--- config.mk ---
export PLATFORM = sky130hd
export DESIGN_NAME = coin_pulse_decoder_counter_top
export DESIGN_NICKNAME = d
export VERILOG_FILES = /design/src/cpdc_pkg.sv /design/src/coin_pulse_decoder_counter_top.sv
export VERILOG_INCLUDE_DIRS = /design/src /design/src/src
export SDC_FILE = /design/constraint.sdc
export NUM_CORES = 1
export LEC_CHECK = 0
export ABC_AREA = 0
export ABC_CLOCK_PERIOD_IN_PS = 5200
export BUFFER_PORTS_ARGS = -buffer_cell sky130_fd_sc_hd__buf_4
export CAP_MARGIN = 20
export CORE_AREA = 2 2 275 195
export DETAILED_ROUTE_END_ITERATION = 12
export DIE_AREA = 0 0 277 197
export GPL_TIMING_DRIVEN = 0
export PLACE_DENSITY_LB_ADDON = 0.05
export SETUP_SLACK_MARGIN = 0.02
export SLEW_MARGIN = 40
export SYNTH_ARGS = -nofsm -noshare
export SYNTH_HDL_FRONTEND = slang
export SYNTH_SLANG_ARGS = --single-unit
--- constraint.sdc ---
create_clock -name i_clk -period 5.2 [get_ports i_clk]
set_input_delay 0.52 -clock i_clk [delete_from_list [all_inputs] [get_ports i_clk]]
set_output_delay 0.52 -clock i_clk [all_outputs]
set_load 0.03 [all_outputs]
--- src/coin_pulse_decoder_counter_top_defines.svh ---
// assertion helpers for the top-level rtl file
`ifndef COIN_PULSE_DECODER_COUNTER_TOP_DEFINES_SVH
`define COIN_PULSE_DECODER_COUNTER_TOP_DEFINES_SVH

// same-cycle implication, disabled during reset
`define CPDC_ASSERT_NOW(lbl, ante, cons) \
    lbl: assert property (@(posedge i_clk) disable iff (!i_rst_n) (ante) |-> (cons)) \
        else $error("cpdc assertion failed");

// next-cycle implication, disabled during reset
`define CPDC_ASSERT_NEXT(lbl, ante, cons) \
    lbl: assert property (@(posedge i_clk) disable iff (!i_rst_n) (ante) |=> (cons)) \
        else $error("cpdc assertion failed");

`endif

--- src/cpdc_pkg.sv ---
package cpdc_pkg;

    localparam int COIN_TYPES_DEF = 7;
    localparam int IDX_W          = 5;
    localparam int NUM_MATCH      = 6;

    localparam int PULSE_W    = 6;
    localparam int DEBOUNCE_W = 10;
    localparam int END_W      = 12;
    localparam int CFG_IDX_W  = 3;
    localparam int CFG_DATA_W = 12;
    localparam int TYPE_W     = 3;
    localparam int CENTS_W    = 8;
    localparam int COUNT_W    = 32;

    typedef enum logic [1:0] {
        KIND_TICK  = 2'd0,
        KIND_PULSE = 2'd1,
        KIND_CLEAR = 2'd2,
        KIND_READ  = 2'd3
    } t_kind;

    typedef enum logic [CFG_IDX_W-1:0] {
        CFG_P200     = 3'd0,
        CFG_P100     = 3'd1,
        CFG_P50      = 3'd2,
        CFG_P20      = 3'd3,
        CFG_P10      = 3'd4,
        CFG_P5       = 3'd5,
        CFG_DEBOUNCE = 3'd6,
        CFG_END      = 3'd7
    } t_cfg_idx;

    localparam logic [TYPE_W-1:0] TYPE_200     = 3'd0;
    localparam logic [TYPE_W-1:0] TYPE_100     = 3'd1;
    localparam logic [TYPE_W-1:0] TYPE_50      = 3'd2;
    localparam logic [TYPE_W-1:0] TYPE_20      = 3'd3;
    localparam logic [TYPE_W-1:0] TYPE_10      = 3'd4;
    localparam logic [TYPE_W-1:0] TYPE_5       = 3'd5;
    localparam logic [TYPE_W-1:0] TYPE_UNKNOWN = 3'd6;

    localparam logic [DEBOUNCE_W-1:0] DEBOUNCE_RST = 10'd20;
    localparam logic [END_W-1:0]      END_RST      = 12'd200;

    function automatic logic [PULSE_W-1:0] pulses_rst(input int idx);
        pulses_rst = PULSE_W'(idx + 1);
    endfunction

    function automatic logic [CENTS_W-1:0] cents_of(input logic [TYPE_W-1:0] t);
        case (t)
            TYPE_200: cents_of = 8'd200;
            TYPE_100: cents_of = 8'd100;
            TYPE_50:  cents_of = 8'd50;
            TYPE_20:  cents_of = 8'd20;
            TYPE_10:  cents_of = 8'd10;
            TYPE_5:   cents_of = 8'd5;
            default:  cents_of = 8'd0;
        endcase
    endfunction

endpackage

--- src/coin_pulse_decoder_counter_top.sv ---
// coin pulse decoder and counter
// path: an input transaction passes the input register, then the result register
// throughput: one item per cycle unless i_stall holds the output; counters update on item advance
// reset: synchronous active-low i_rst_n clears all counters, both stages and loads
// the configuration defaults; no clearing pass, items accepted right after reset
`include "coin_pulse_decoder_counter_top_defines.svh"

module coin_pulse_decoder_counter_top #(
    parameter int COIN_TYPES = cpdc_pkg::COIN_TYPES_DEF
) (
    input  logic                                 i_clk,
    input  logic                                 i_rst_n,
    input  logic                                 i_valid,
    output logic                                 o_stall,
    input  logic [1:0]                           i_kind,
    input  logic [cpdc_pkg::TYPE_W-1:0]          i_type_index,
    output logic                                 o_valid,
    input  logic                                 i_stall,
    output logic                                 o_coin_done,
    output logic [cpdc_pkg::TYPE_W-1:0]          o_coin_type,
    output logic [cpdc_pkg::CENTS_W-1:0]         o_coin_cents,
    output logic [cpdc_pkg::PULSE_W-1:0]         o_pulse_total,
    output logic [cpdc_pkg::COUNT_W-1:0]         o_type_count,
    output logic [cpdc_pkg::COUNT_W-1:0]         o_money_total,
    input  logic                                 i_cfg_valid,
    output logic                                 o_cfg_ready,
    input  logic [cpdc_pkg::CFG_IDX_W-1:0]       i_cfg_index,
    input  logic [cpdc_pkg::CFG_DATA_W-1:0]      i_cfg_data
);

    localparam int TW = (COIN_TYPES > 1) ? $clog2(COIN_TYPES) : 1;

    // configuration
    logic [cpdc_pkg::PULSE_W-1:0]    r_pulses [cpdc_pkg::NUM_MATCH];
    logic [cpdc_pkg::DEBOUNCE_W-1:0] r_debounce;
    logic [cpdc_pkg::END_W-1:0]      r_end;

    assign o_cfg_ready = 1'b1;

    always_ff @(posedge i_clk) begin
        if (!i_rst_n) begin
            for (int i = 0; i < cpdc_pkg::NUM_MATCH; i++) begin
                r_pulses[i] <= cpdc_pkg::pulses_rst(i);
            end
            r_debounce <= cpdc_pkg::DEBOUNCE_RST;
            r_end      <= cpdc_pkg::END_RST;
        end else if (i_cfg_valid && o_cfg_ready) begin
            case (cpdc_pkg::t_cfg_idx'(i_cfg_index))
                cpdc_pkg::CFG_DEBOUNCE: r_debounce <= i_cfg_data[cpdc_pkg::DEBOUNCE_W-1:0];
                cpdc_pkg::CFG_END:      r_end      <= i_cfg_data;
                default: r_pulses[i_cfg_index] <= i_cfg_data[cpdc_pkg::PULSE_W-1:0];
            endcase
        end
    end

    // input register
    logic                          r_in_valid;
    cpdc_pkg::t_kind               r_in_kind;
    logic [cpdc_pkg::TYPE_W-1:0]   r_in_tidx;
    logic                          advance;
    logic                          in_take;

    assign advance = r_in_valid && (!o_valid || !i_stall);
    assign o_stall = r_in_valid && !advance;
    assign in_take = i_valid && !o_stall;

    always_ff @(posedge i_clk) begin
        if (!i_rst_n) begin
            r_in_valid <= 1'b0;
        end else if (in_take || advance) begin
            r_in_valid <= in_take;
        end
    end

    always_ff @(posedge i_clk) begin
        if (in_take) begin
            r_in_kind <= cpdc_pkg::t_kind'(i_kind);
            r_in_tidx <= i_type_index;
        end
    end

    // decoder state
    logic [cpdc_pkg::END_W-1:0]   r_elapsed,     n_elapsed;
    logic [cpdc_pkg::PULSE_W-1:0] r_pulse_count, n_pulse_count;
    logic                         r_active,      n_active;
    logic [cpdc_pkg::COUNT_W-1:0] r_counts [COIN_TYPES];
    logic [cpdc_pkg::COUNT_W-1:0] r_money,       n_money;

    logic [cpdc_pkg::END_W:0]     next_elapsed;
    logic                         finish;
    logic [cpdc_pkg::TYPE_W-1:0]  match_type;
    logic [cpdc_pkg::CENTS_W-1:0] cents;
    logic [cpdc_pkg::TYPE_W-1:0]  sel_type;
    logic [cpdc_pkg::IDX_W-1:0]   sel_ext;
    logic                         sel_in_range;
    logic [cpdc_pkg::COUNT_W-1:0] sel_count;
    logic [cpdc_pkg::COUNT_W-1:0] inc_count;
    logic [cpdc_pkg::COUNT_W:0]   money_sum;
    logic                         count_write;
    logic                         count_clear;

    logic                         n_done;
    logic [cpdc_pkg::TYPE_W-1:0]  n_type;
    logic [cpdc_pkg::CENTS_W-1:0] n_cents;
    logic [cpdc_pkg::PULSE_W-1:0] n_ptotal;
    logic [cpdc_pkg::COUNT_W-1:0] n_tcount;

    // first match wins
    always_comb begin
        match_type = cpdc_pkg::TYPE_UNKNOWN;
        for (int i = cpdc_pkg::NUM_MATCH - 1; i >= 0; i--) begin
            if (r_pulses[i] == r_pulse_count) begin
                match_type = cpdc_pkg::TYPE_W'(i);
            end
        end
    end

    assign next_elapsed = {1'b0, r_elapsed} + 13'd1;
    assign finish       = r_active && (next_elapsed > {1'b0, r_end});
    assign cents        = cpdc_pkg::cents_of(match_type);

    assign sel_type     = (r_in_kind == cpdc_pkg::KIND_READ) ? r_in_tidx : match_type;
    assign sel_ext      = {2'b00, sel_type};
    assign sel_in_range = sel_ext < cpdc_pkg::IDX_W'(COIN_TYPES);
    assign sel_count    = sel_in_range ? r_counts[sel_ext[TW-1:0]] : '0;
    assign inc_count    = (&sel_count) ? sel_count : sel_count + 32'd1;
    assign money_sum    = {1'b0, r_money} + {25'd0, cents};

    always_comb begin
        n_elapsed     = r_elapsed;
        n_pulse_count = r_pulse_count;
        n_active      = r_active;
        n_money       = r_money;
        count_write   = 1'b0;
        count_clear   = 1'b0;
        n_done        = 1'b0;
        n_type        = '0;
        n_cents       = '0;
        n_ptotal      = '0;
        n_tcount      = '0;
        case (r_in_kind)
            cpdc_pkg::KIND_TICK: begin
                if (finish) begin
                    n_done        = 1'b1;
                    n_type        = match_type;
                    n_cents       = cents;
                    n_ptotal      = r_pulse_count;
                    count_write   = sel_in_range;
                    n_tcount      = sel_in_range ? inc_count : '0;
                    n_money       = money_sum[cpdc_pkg::COUNT_W] ? '1
                                  : money_sum[cpdc_pkg::COUNT_W-1:0];
                    n_pulse_count = '0;
                    n_elapsed     = '0;
                    n_active      = 1'b0;
                end else if (r_active) begin
                    n_elapsed = next_elapsed[cpdc_pkg::END_W-1:0];
                end
            end
            cpdc_pkg::KIND_PULSE: begin
                if (!r_active || (r_elapsed >= {2'b00, r_debounce})) begin
                    if (!(&r_pulse_count)) begin
                        n_pulse_count = r_pulse_count + 6'd1;
                    end
                    n_elapsed = '0;
                    n_active  = 1'b1;
                end
            end
            cpdc_pkg::KIND_CLEAR: begin
                count_clear = 1'b1;
                n_money     = '0;
            end
            cpdc_pkg::KIND_READ: begin
                n_tcount = sel_count;
            end
            default: begin
                n_tcount = '0;
            end
        endcase
    end

    always_ff @(posedge i_clk) begin
        if (!i_rst_n) begin
            r_elapsed     <= '0;
            r_pulse_count <= '0;
            r_active      <= 1'b0;
            r_money       <= '0;
            for (int i = 0; i < COIN_TYPES; i++) begin
                r_counts[i] <= '0;
            end
        end else if (advance) begin
            r_elapsed     <= n_elapsed;
            r_pulse_count <= n_pulse_count;
            r_active      <= n_active;
            r_money       <= n_money;
            if (count_clear) begin
                for (int i = 0; i < COIN_TYPES; i++) begin
                    r_counts[i] <= '0;
                end
            end else if (count_write) begin
                r_counts[sel_ext[TW-1:0]] <= inc_count;
            end
        end
    end

    // result register
    logic r_out_valid;

    always_ff @(posedge i_clk) begin
        if (!i_rst_n) begin
            r_out_valid <= 1'b0;
        end else if (advance) begin
            r_out_valid <= 1'b1;
        end else if (!i_stall) begin
            r_out_valid <= 1'b0;
        end
    end

    always_ff @(posedge i_clk) begin
        if (advance) begin
            o_coin_done   <= n_done;
            o_coin_type   <= n_type;
            o_coin_cents  <= n_cents;
            o_pulse_total <= n_ptotal;
            o_type_count  <= n_tcount;
            o_money_total <= n_money;
        end
    end

    assign o_valid = r_out_valid;

    `CPDC_ASSERT_NOW(a_idle_clean, !r_active, (r_pulse_count == '0) && (r_elapsed == '0))
    `CPDC_ASSERT_NOW(a_done_has_pulses, o_valid && o_coin_done, o_pulse_total != '0)
    `CPDC_ASSERT_NEXT(a_finish_goes_idle, advance && (r_in_kind == cpdc_pkg::KIND_TICK) && finish, !r_active)

endmodule

==> impl_metrics.yaml, run 1 <==
sta:
  setup_violations: 0
  hold_viol_final: 0
  tns_ns: 0
  clock.fmax_mhz: 198
  finalWorstPathRequiredPeriod_ns: 5.04
  rsz0062_at_grt: "false"
  skew_ns: 0.0173
  relSlewSlack_pct: 39.6
  hold_ws_ns: 0.121
  worst_pin_slew_ns: 0.906
  slew_violations: 0
  fin_crit_sh_pct: 97.0
floorplanning:
  rows: 70
  die_area_sq_um: 54600
  io_pins: 110
  start_util_pct: 41.7
  die-height_um: 197
  die_w_um: 277
  coreArea_sq_um: 51800
drt:
  top_layer_used: "met4"
  vias: 17698
  drc_errors: 0
  wl_met1_um: 35700
  routed_wl_um: 72900
  dr_wl_met2_um: 28600
  drtIter0Drc: 2051
  first_pass_iters: 6
  wl_met3_um: 7420
  wire_per_inst_um: 24.1
  vias_per_cell: 5.87
  ant_nets: 0
finish:
  stdcell_count: 3017
  finalNetCount: 2359
  drive_above_1_share_pct: 21.3
  diodes: 0
  area_delta_synth_final_pct: 23.0
  final_util_pct: 51.3
worst_setup_path:
  critPathLaunchType: "flip-flop"
  rr_worst_depth: 18
  arrival_ns: 5.35
  cpPeakStageDelay_ns: 0.58
  r2r_slack_ns: 0.16
  endpoint: "r_counts[4][19]"
  r2r-start: "r_pulse_count[1]"
  slowest_stage: "or4_4"
  worstPathCellList: "buf_8 > xnor2_2 > and4_4 > buf_4 > a21oi_4 > a21boi_4 > buf_12 > buf_8 > o221ai_1 > or4_4 > or3_4 > nor4b_4 > buf_4 > buf_6 > nand3_1 > a211o_2 > xnor2_2 > nor2_1"
  path_max_fanout: 10
  startpoint: "r_pulse_count[1]"
  endpoint_kind: "flip-flop"
  rr_endpoint: "r_counts[4][19]"
  critPathKind: "flip-flop to flip-flop"
  worstPathRequired_ns: 5.51
global_routing:
  gr-usage-all-layers_pct: 26.2
  antenna_found_initial: 0
  grt_max_degree: 33
  grt_pass1_vias: 16482
  grt.overflow.total: 0
  grt_pass1_wl_um: 107000
synth:
  seq_area_frac_synth_pct: 55.1
  synth-main-ff-cell: "edfxtp_1"
  synth.avg_cell_area_sq_um: 10.5
  netlist_instances: 2067
  syn_nets: 2130
  synth.yosys.warnings: 0
  ys_seq_elements: 422
  synth-async-reset-ratio_pct: 0
  synth_area_leaders: "edfxtp_1, dfxtp_1, nor2_1"
  syn_area_sq_um: 21600
  ys_types: 108
  synth_top_area_share_pct: 48.2
  synth_area_leader_cell: "edfxtp_1"
  synth_edf_count: 347
clocking:
  cts.clk_slew.worst_paths_ns: 0.06
  ctsHoldBuffers: 0
  cts_tree: "done"
  htree_levels: 2
  insertion_delay_ns: 0.58
  cts-root-buf: "clkbuf_16"
  numCtsBuffers: 46
  clockBufferDepth: 3
  cts.sinks: 422
place:
  post-place-cells: 2862
  port_buffers: 106
  gp_congestion: 0.961
  dp_hpwl_um: 52800
outcome:
  outcome: "complete, no violations"
power:
  leakage_nw: 9.87
  power_density_nw_per_um2: 312
  ir_drop_mv: 0.209
min_path:
  min_path_type: "input pin to flip-flop"
  worstHoldPathCells: 1
job:
  drv_cap: 0
## cells in the final DEF, fill, tap and decap left out, types with 10 or more instances in the layout
| master | instances |
|---|---|
| and3_1 | 22 |
| buf_6 | 14 |
| xor2_1 | 14 |
| ha_1 | 36 |
| dfxtp_1 | 71 |
| clkbuf_16 | 49 |
| nand3_1 | 49 |
| a31oi_1 | 22 |
| buf_4 | 190 |
| xnor2_1 | 31 |
| and2_1 | 30 |
| mux2i_1 | 13 |
| xor2_2 | 10 |
| nor2_1 | 366 |
| xnor2_2 | 13 |
| o21ai_0 | 40 |
| edfxtp_1 | 347 |
| nand2b_1 | 10 |
| o221ai_1 | 14 |
| a21oi_1 | 114 |
| or3_1 | 35 |
| clkbuf_1 | 63 |
| clkbuf_2 | 15 |
| o21a_1 | 20 |
| a211oi_1 | 15 |
| clkinv_1 | 11 |
| nor4_1 | 16 |
| o211ai_1 | 14 |
| nand4_1 | 24 |
| a21o_1 | 21 |
| nor3_1 | 48 |
| nand2_1 | 161 |
| nor4_4 | 11 |
| o22ai_1 | 51 |
| nor2b_1 | 15 |
| inv_1 | 59 |
## state kept, by name, summed over array words and instances (netlist names), 8 cells and up
register       cells
o_coin_cents       8
o_money_total     32
o_type_count      32
r_counts         224
r_debounce        10
r_elapsed         12
r_end             12
r_money           32
r_pulses          36
## Yosys cell counts (8+ instances only)
master,number
a211oi_1,20
a21o_1,21
a21oi_1,120
a311oi_1,8
a31oi_1,22
and2_1,32
and3_1,24
and4_1,10
buf_1,9
buf_4,19
clkbuf_1,85
dfxtp_1,75
edfxtp_1,347
ha_1,37
inv_1,59
mux2i_1,14
nand2_1,175
nand2b_1,10
nand3_1,53
nand4_1,24
nor2_1,376
nor2b_1,15
nor3_1,53
nor4_1,21
o211ai_1,14
o21a_1,20
o21ai_0,43
o221ai_1,16
o22ai_1,51
or3_1,35
or4_1,9
xnor2_1,36
xnor2_2,14
xor2_1,26
## per-stage QoR
| stage | setup WS [ns] | power (mW) | area [sq um] |
|---|---|---|---|
| after floorplan | 0.757 | 4.49 | 21600 |
| after global placement | -1.86 | 4.84 | 23300 |
| after detailed placement | -1.44 | 4.86 | 23500 |
| after CTS | 0.0264 | 8.28 | 26000 |
| after global routing | 0.00621 | 8.53 | 26600 |
| final | 0.158 | 8.29 | 26600 |
## where the power goes
group | internal, mW | switching, mW
combinational | 0.362 | 0.753
sequential | 3.79 | 0.0533
clock | 1.94 | 1.39
total | 6.09 | 2.20
## critical path: cells and delay by family, from the launching register on
kind | cells | cell delay [ns]
XOR/XNOR | 2 | 0.50
buffers and inverters | 6 | 1.03
flip-flops | 1 | 0.34
AO/OA/AOI/OAI | 4 | 1.04
AND/OR/NAND/NOR | 6 | 1.83
## what timing repair did
item	4_1_cts	5_1_grt
endpoints found under the setup margin	521	488
pin swaps	31	22
cloned	1	2
buffers inserted	49	29
gates resized for setup	124	84
## metal layers
layer,up-vias,track usage (%)
met5,-,0
met4,0,5.33
met3,96,5.86
met2,810,34.4
met1,8744,42.8
li1,8048,-
## final cells by class
class	count	area, sq um
buffer	112	671
clock buffer	62	1290
clock inverter	23	210
fill	4732	25300
inverter	61	229
multi-input combinational	1462	9830
sequential	422	11900
tap	684	856
timing repair buffer	191	1580
## logic make-up (layout without fill, tap and decap cells)
family	Yosys count	count (layout)	synth area share [%]
simple gates	881	883	19.5
compound gates	439	439	14.4
flops	422	422	55.1
buf+inv	185	449	3.72
xor+xnor	81	81	4.04
fa+ha+maj	38	38	2.23
mux	20	20	0.960
other cells	1	1	0.0173
## how the worst min path moves through the flow
stage	startpoint	to	slack, ns
after detailed placement	r_end[9]	r_end[9]	0.45
after global placement	r_end[2]	r_end[2]	0.45
after global routing	i_kind[0]	r_in_kind[0]	0.10
final	i_type_index[1]	r_in_tidx[1]	0.12
after floorplan	r_debounce[1]	r_debounce[1]	0.44
after CTS	i_type_index[1]	r_in_tidx[1]	0.09
No activity file was read; power rests on OpenSTA's default activity.
==> run 2, diff against run 1 <==
- REMOVE_ABC_BUFFERS: default -> 1
- TNS_END_PERCENT: default -> 1
==> run 2 against run 1 <==
Final cell count fell by 4.1%. Combinational power fell by 4%. Hold slack improved by 0.0021 ns. Flip-flop and latch count did not move. Global-route usage fell by 0.66 points. Wire length fell by 3.5%.
==> impl_metrics.yaml, run 2 (synthesis gave the netlist of run 1 again) <==
outcome:
  outcome: "complete, no violations"
finish:
  num-fill-cells: 4729
  layout_commonest_cell: "nor2_1"
  regArea_sq_um: 11900
  final_util_pct: 49.9
  finalNetCount: 2239
  reg.largest.list: "r_counts (224), r_pulses (36)"
  stdcell_count: 2894
  diodes: 0
  layout.cells.most_common_list: "nor2_1, edfxtp_1, nand2_1"
  largest_reg_flops: 224
  multi_input_area_sq_um: 9700
  regMostFlops: "r_counts"
  drive_above_1_share_pct: 19.8
  area_delta_synth_final_pct: 19.7
clocking:
  cts_tree: "done"
  insertion_delay_ns: 0.58
  cts-root-buf: "clkbuf_16"
  numCtsBuffers: 45
  cts.sinks: 422
  cts.clk_slew.worst_paths_ns: 0.06
  clockBufferDepth: 3
  htree_levels: 2
drt:
  vias_per_cell: 5.90
  first_pass_iters: 6
  drc_errors: 0
  routed_wl_um: 70300
  vias: 17063
  drtIter0Drc: 2041
  ant_nets: 0
  wire_per_inst_um: 24.3
worst_setup_path:
  path_delay_family: "simple AND/OR/NAND/NOR gates"
  rr_worst_depth: 16
  arrival_ns: 5.43
  path_max_fanout: 14
  cp_common_cell: "buf_6"
  r2r_slack_ns: 0.08
  worstPathRequired_ns: 5.51
  worst-path-stages: 16
  cpPeakStageDelay_ns: 0.60
  endpoint_kind: "flip-flop"
  critPathLaunchType: "flip-flop"
  worstPathCellList: "xor2_1 > nor4_4 > a22oi_2 > buf_6 > buf_6 > nand3_2 > o221ai_1 > or4_1 > or3_4 > nor4b_4 > buf_4 > buf_6 > and4_4 > a211o_1 > nor3_1 > mux2_2"
  slowest_stage: "or4_1"
  critPathKind: "flip-flop to flip-flop"
  critPathBufInv: 4
sta:
  tns_ns: 0
  clock.fmax_mhz: 195
  relSlewSlack_pct: 45.6
  hold_viol_final: 0
  finalWorstPathRequiredPeriod_ns: 5.12
  rsz0062_at_grt: "true"
  skew_ns: 0.0274
  worst_pin_slew_ns: 0.810
  setup_violations: 0
  slew_violations: 0
  fin_crit_sh_pct: 98.5
power:
  pwr-share-seq_pct: 48.0
  pwr-share-clk_pct: 38.5
  leakage_nw: 9.49
  fin_total_pwr_mw: 7.99
  power_density_nw_per_um2: 309
  power_switching_mw: 2.13
  ir_drop_mv: 0.216
  intPower_mw: 5.86
  p_sw_share_pct: 26.7
  power.share.combinational_pct: 13.4
min_path:
  min_path_type: "input pin to flip-flop"
  worstHoldPathCells: 1
floorplanning:
  io_pins: 110
  die_w_um: 277
  start_util_pct: 41.7
  die_area_sq_um: 54600
  die-height_um: 197
  coreArea_sq_um: 51800
  rows: 70
place:
  port_buffers: 108
  post-place-cells: 2768
  dp_hpwl_um: 48200
  gp_congestion: 0.883
global_routing:
  antenna_found_initial: 0
  grt.overflow.total: 0
  grt_pass1_vias: 16013
  gr-usage-all-layers_pct: 25.5
  grt_pass1_wl_um: 105000
  grt_max_degree: 59
job:
  drv_cap: 0
## run 2: per-layer routing
metal	share of wire, %	vias up	GRT usage, %
met5	0	-	0
met4	1.6	0	5.07
met3	9.9	76	6.67
met2	41	741	35.5
met1	48	8441	39.5
li1	-	7805	-
## run 2: stage by stage
stage	setup WS (ns)	hold WS, ns	instance area [sq um]
after global placement	-4.02	0.446	22700
after detailed placement	-1.79	0.449	23500
final	0.0806	0.123	25900
after CTS	0.0258	0.0921	25400
after floorplan	-0.0640	0.436	21000
after global routing	-0.0374	0.102	25900
## run 2: final cells by class
class / count / share of cell area, %
multi-input combinational: 1460 / 37.5
sequential: 422 / 46.1
tap: 684 / 3.31
clock inverter: 17 / 0.517
clock buffer: 64 / 4.70
inverter: 61 / 0.942
timing repair buffer: 186 / 6.94
## run 2: power by group through the flow
stage                     sequential [mW]  combinational [mW]  clock [mW]
after floorplan                      3.97               0.492           0
after global placement               3.92               0.872           0
after detailed placement             3.91               0.934           0
after CTS                            3.84               0.993        3.15
after global routing                 3.85                1.14        3.28
final                                3.84                1.07        3.08
## run 2: repair_timing
item,CTS,global route
hold buffers,0,0
setup buffers,22,23
endpoints found under the hold margin,0,0
resized for setup,71,54
endpoints found under the setup margin,528,466
pin swaps,12,23
gates cloned,0,0
## run 2: final timing paths
check	startpoint	end
min	i_type_index[2]	r_in_tidx[2]
min reg2reg	r_end[11]	r_end[11]
max	r_pulse_count[3]	o_type_count[13]
max reg2reg	r_pulse_count[3]	o_type_count[13]
## run 2: worst register-to-register path, stage by stage, from the launching register on
cell and delay, ns:
dfxtp_4 0.41, xor2_1 0.21, nor4_4 0.44, a22oi_2 0.26, buf_6 0.22, buf_6 0.15, nand3_2 0.26, o221ai_1 0.17
or4_1 0.60, or3_4 0.46, nor4b_4 0.25, buf_4 0.20, buf_6 0.15, and4_4 0.41, a211o_1 0.30, nor3_1 0.07
mux2_2 0.31
==> run 3, diff against run 2 <==
- ABC_CLOCK_PERIOD_IN_PS: 5200 -> 4300
- CAP_MARGIN: 20 -> default
- CTS_BUF_LIST: default -> sky130_fd_sc_hd__clkbuf_8 sky130_fd_sc_hd__clkbuf_16
- clock period: 5.2 -> 4.3 ns (I/O delays scaled with it)
==> run 3 against run 2 <==
The run now ends with negative setup slack left. Clock power up 20%. Global-route usage up 1.1 points. Sequential power up 21%. Worst setup slack worse by 0.49 ns. Via count up 4.1%. Non-clock buffer count up 93. Final cell count up 3.2%. Hold slack worse by 0.091 ns. Clock skew down 0.0011 ns. Flip-flop and latch count unchanged. Design area up 6.4%. First-iteration DRC count down 0.49%.
==> impl_metrics.yaml, run 3 (synthesis gave the netlist of run 1 again) <==
global_routing:
  grt_pass1_wl_um: 109000
  grt.overflow.total: 0
  grt_max_degree: 59
  antenna_found_initial: 0
  gr-usage-all-layers_pct: 26.6
  grt_pass1_vias: 16739
place:
  dp_slack_ns: -2.69
  gp_congestion: 0.883
  dp_hpwl_um: 48200
  port_buffers: 108
sta:
  hold_viol_final: 0
  fin_crit_sh_pct: 110
  slew_violations: 0
  clock.fmax_mhz: 212
  setup_ws_ns: -0.414
  skew_ns: 0.0263
  finalWorstPathRequiredPeriod_ns: 4.71
  rsz0062_at_grt: "true"
  setup_violations: 301
  relSlewSlack_pct: 33.4
  tns_ns: -75.58
  worst_pin_slew_ns: 0.990
clocking:
  numCtsBuffers: 45
  insertion_delay_ns: 0.58
  clockBufferDepth: 3
  ctsHoldBuffers: 0
  cts.clk_slew.worst_paths_ns: 0.06
  cts-root-buf: "clkbuf_16"
  htree_levels: 2
  cts.sinks: 422
  cts_tree: "done"
drt:
  drtIter0Drc: 2031
  wl_met1_um: 34000
  routed_wl_um: 73400
  ant_nets: 0
  wl_met3_um: 8080
  vias_per_cell: 5.95
  top_layer_used: "met4"
  dr_wl_met2_um: 29900
  wire_per_inst_um: 24.6
  vias: 17765
  first_pass_iters: 5
  drc_errors: 0
power:
  fin_total_pwr_mw: 9.84
  leakage_nw: 10.2
  ir_drop_mv: 0.259
  power_density_nw_per_um2: 357
finish:
  regMostFlops: "r_counts"
  reg.largest.list: "r_counts (224), r_pulses (36)"
  layout.cells.most_common_list: "nor2_1, edfxtp_1, buf_4"
  area_delta_synth_final_pct: 27.4
  largest_reg_flops: 224
  num-fill-cells: 4588
  layout_commonest_cell: "nor2_1"
  finalNetCount: 2333
  diodes: 0
  drive_above_1_share_pct: 26.3
floorplanning:
  rows: 70
  start_util_pct: 41.7
  die_area_sq_um: 54600
  die-height_um: 197
  io_pins: 110
  die_w_um: 277
  coreArea_sq_um: 51800
worst_setup_path:
  critPathLaunchType: "flip-flop"
  arrival_ns: 5.02
  endpoint_kind: "flip-flop"
  path_max_fanout: 9
  worstPathRequired_ns: 4.60
  critPathKind: "flip-flop to flip-flop"
outcome:
  violations: "negative setup slack"
  outcome: "finished, violations left"
min_path:
  min_path_type: "input pin to flip-flop"
job:
  drv_cap: 0
==> run 3: changes by cell type in the layout (fill, tap and decap cells not counted), moves of 7 or more <==
cell      previous run  this run
o21ai_0             36        28
xnor2_4              5        14
a21oi_1            116       109
nor2_1             367       359
buf_6                7        19
nand3_1             48        41
clkbuf_1            17         0
buf_4              150       223
inv_1               56        72
xnor2_2             14         4
nand2_8              2         9
buf_12              16        23
==> run 3: what timing repair did <==
| item | 4_1_cts | 5_1_grt |
|---|---|---|
| pin swaps | 107 | 34 |
| cloned | 2 | 0 |
| setup endpoints to repair | 574 | 532 |
| resized for setup | 230 | 73 |
| setup buffers | 118 | 19 |
==> run 3: worst max-delay path, stage by stage (launching register included) <==
cell      delay, ns
dfxtp_4        0.42
buf_6          0.14
xor2_4         0.16
nor4_4         0.07
buf_4          0.16
a22o_4         0.29
o31ai_4        0.19
buf_6          0.16
buf_6          0.11
buf_12         0.13
nor4_1         0.05
or4_4          0.52
or3_4          0.43
nor4b_4        0.26
buf_4          0.19
buf_6          0.12
and4_4         0.37
buf_12         0.18
a2111o_1       0.22
xnor2_4        0.18
nor2_1         0.09
==> run 3: layout make-up <==
class | instances | area, sq um | share of cell area (%)
Sequential cell | 422 | 12000 | 43.4
Multi-Input combinational cell | 1461 | 10400 | 37.9
Timing Repair Buffer | 279 | 2680 | 9.74
Clock buffer | 47 | 1150 | 4.19
Tap cell | 684 | 856 | 3.11
Inverter | 61 | 245 | 0.890
Clock inverter | 34 | 198 | 0.718
==> run 3: path summary, 6_finish.rpt <==
path                    startpoint         endpoint  slack (ns)  cells after the start
hold reg to reg          r_end[11]        r_end[11]        0.46                      2
hold / removal     i_type_index[2]     r_in_tidx[2]        0.03                      1
setup reg to reg  r_pulse_count[1]  r_counts[2][17]       -0.41                     20
setup / recovery  r_pulse_count[1]  r_counts[2][17]       -0.41                     20
==> run 3: power breakdown <==
part           leakage, nW  switching, mW  internal, mW
clock network        0.720           1.65          2.05
registers             4.11         0.0636          4.57
logic                 5.35          0.955         0.550
==> run 3: routing by layer <==
metal  up-vias  global-route usage (%)
met3       103                    8.38
met1      8818                    40.0
met4         0                    5.96
met5         -                       0
met2       832                    37.0
li1       8012                       -
==> run 3: through the flow <==
stage          cell area [sq um]  hold slack, ns  util [%]  cells
2_1_floorplan              21000           0.436         -   1943
3_3_place_gp               22700           0.446      43.8   2735
3_5_place_dp               23500           0.449      45.3   2768
4_1_cts                    27100         0.00192      52.2   2969
5_1_grt                    27500          0.0120      53.1   2988
6_report                   27500          0.0321      53.1   2988
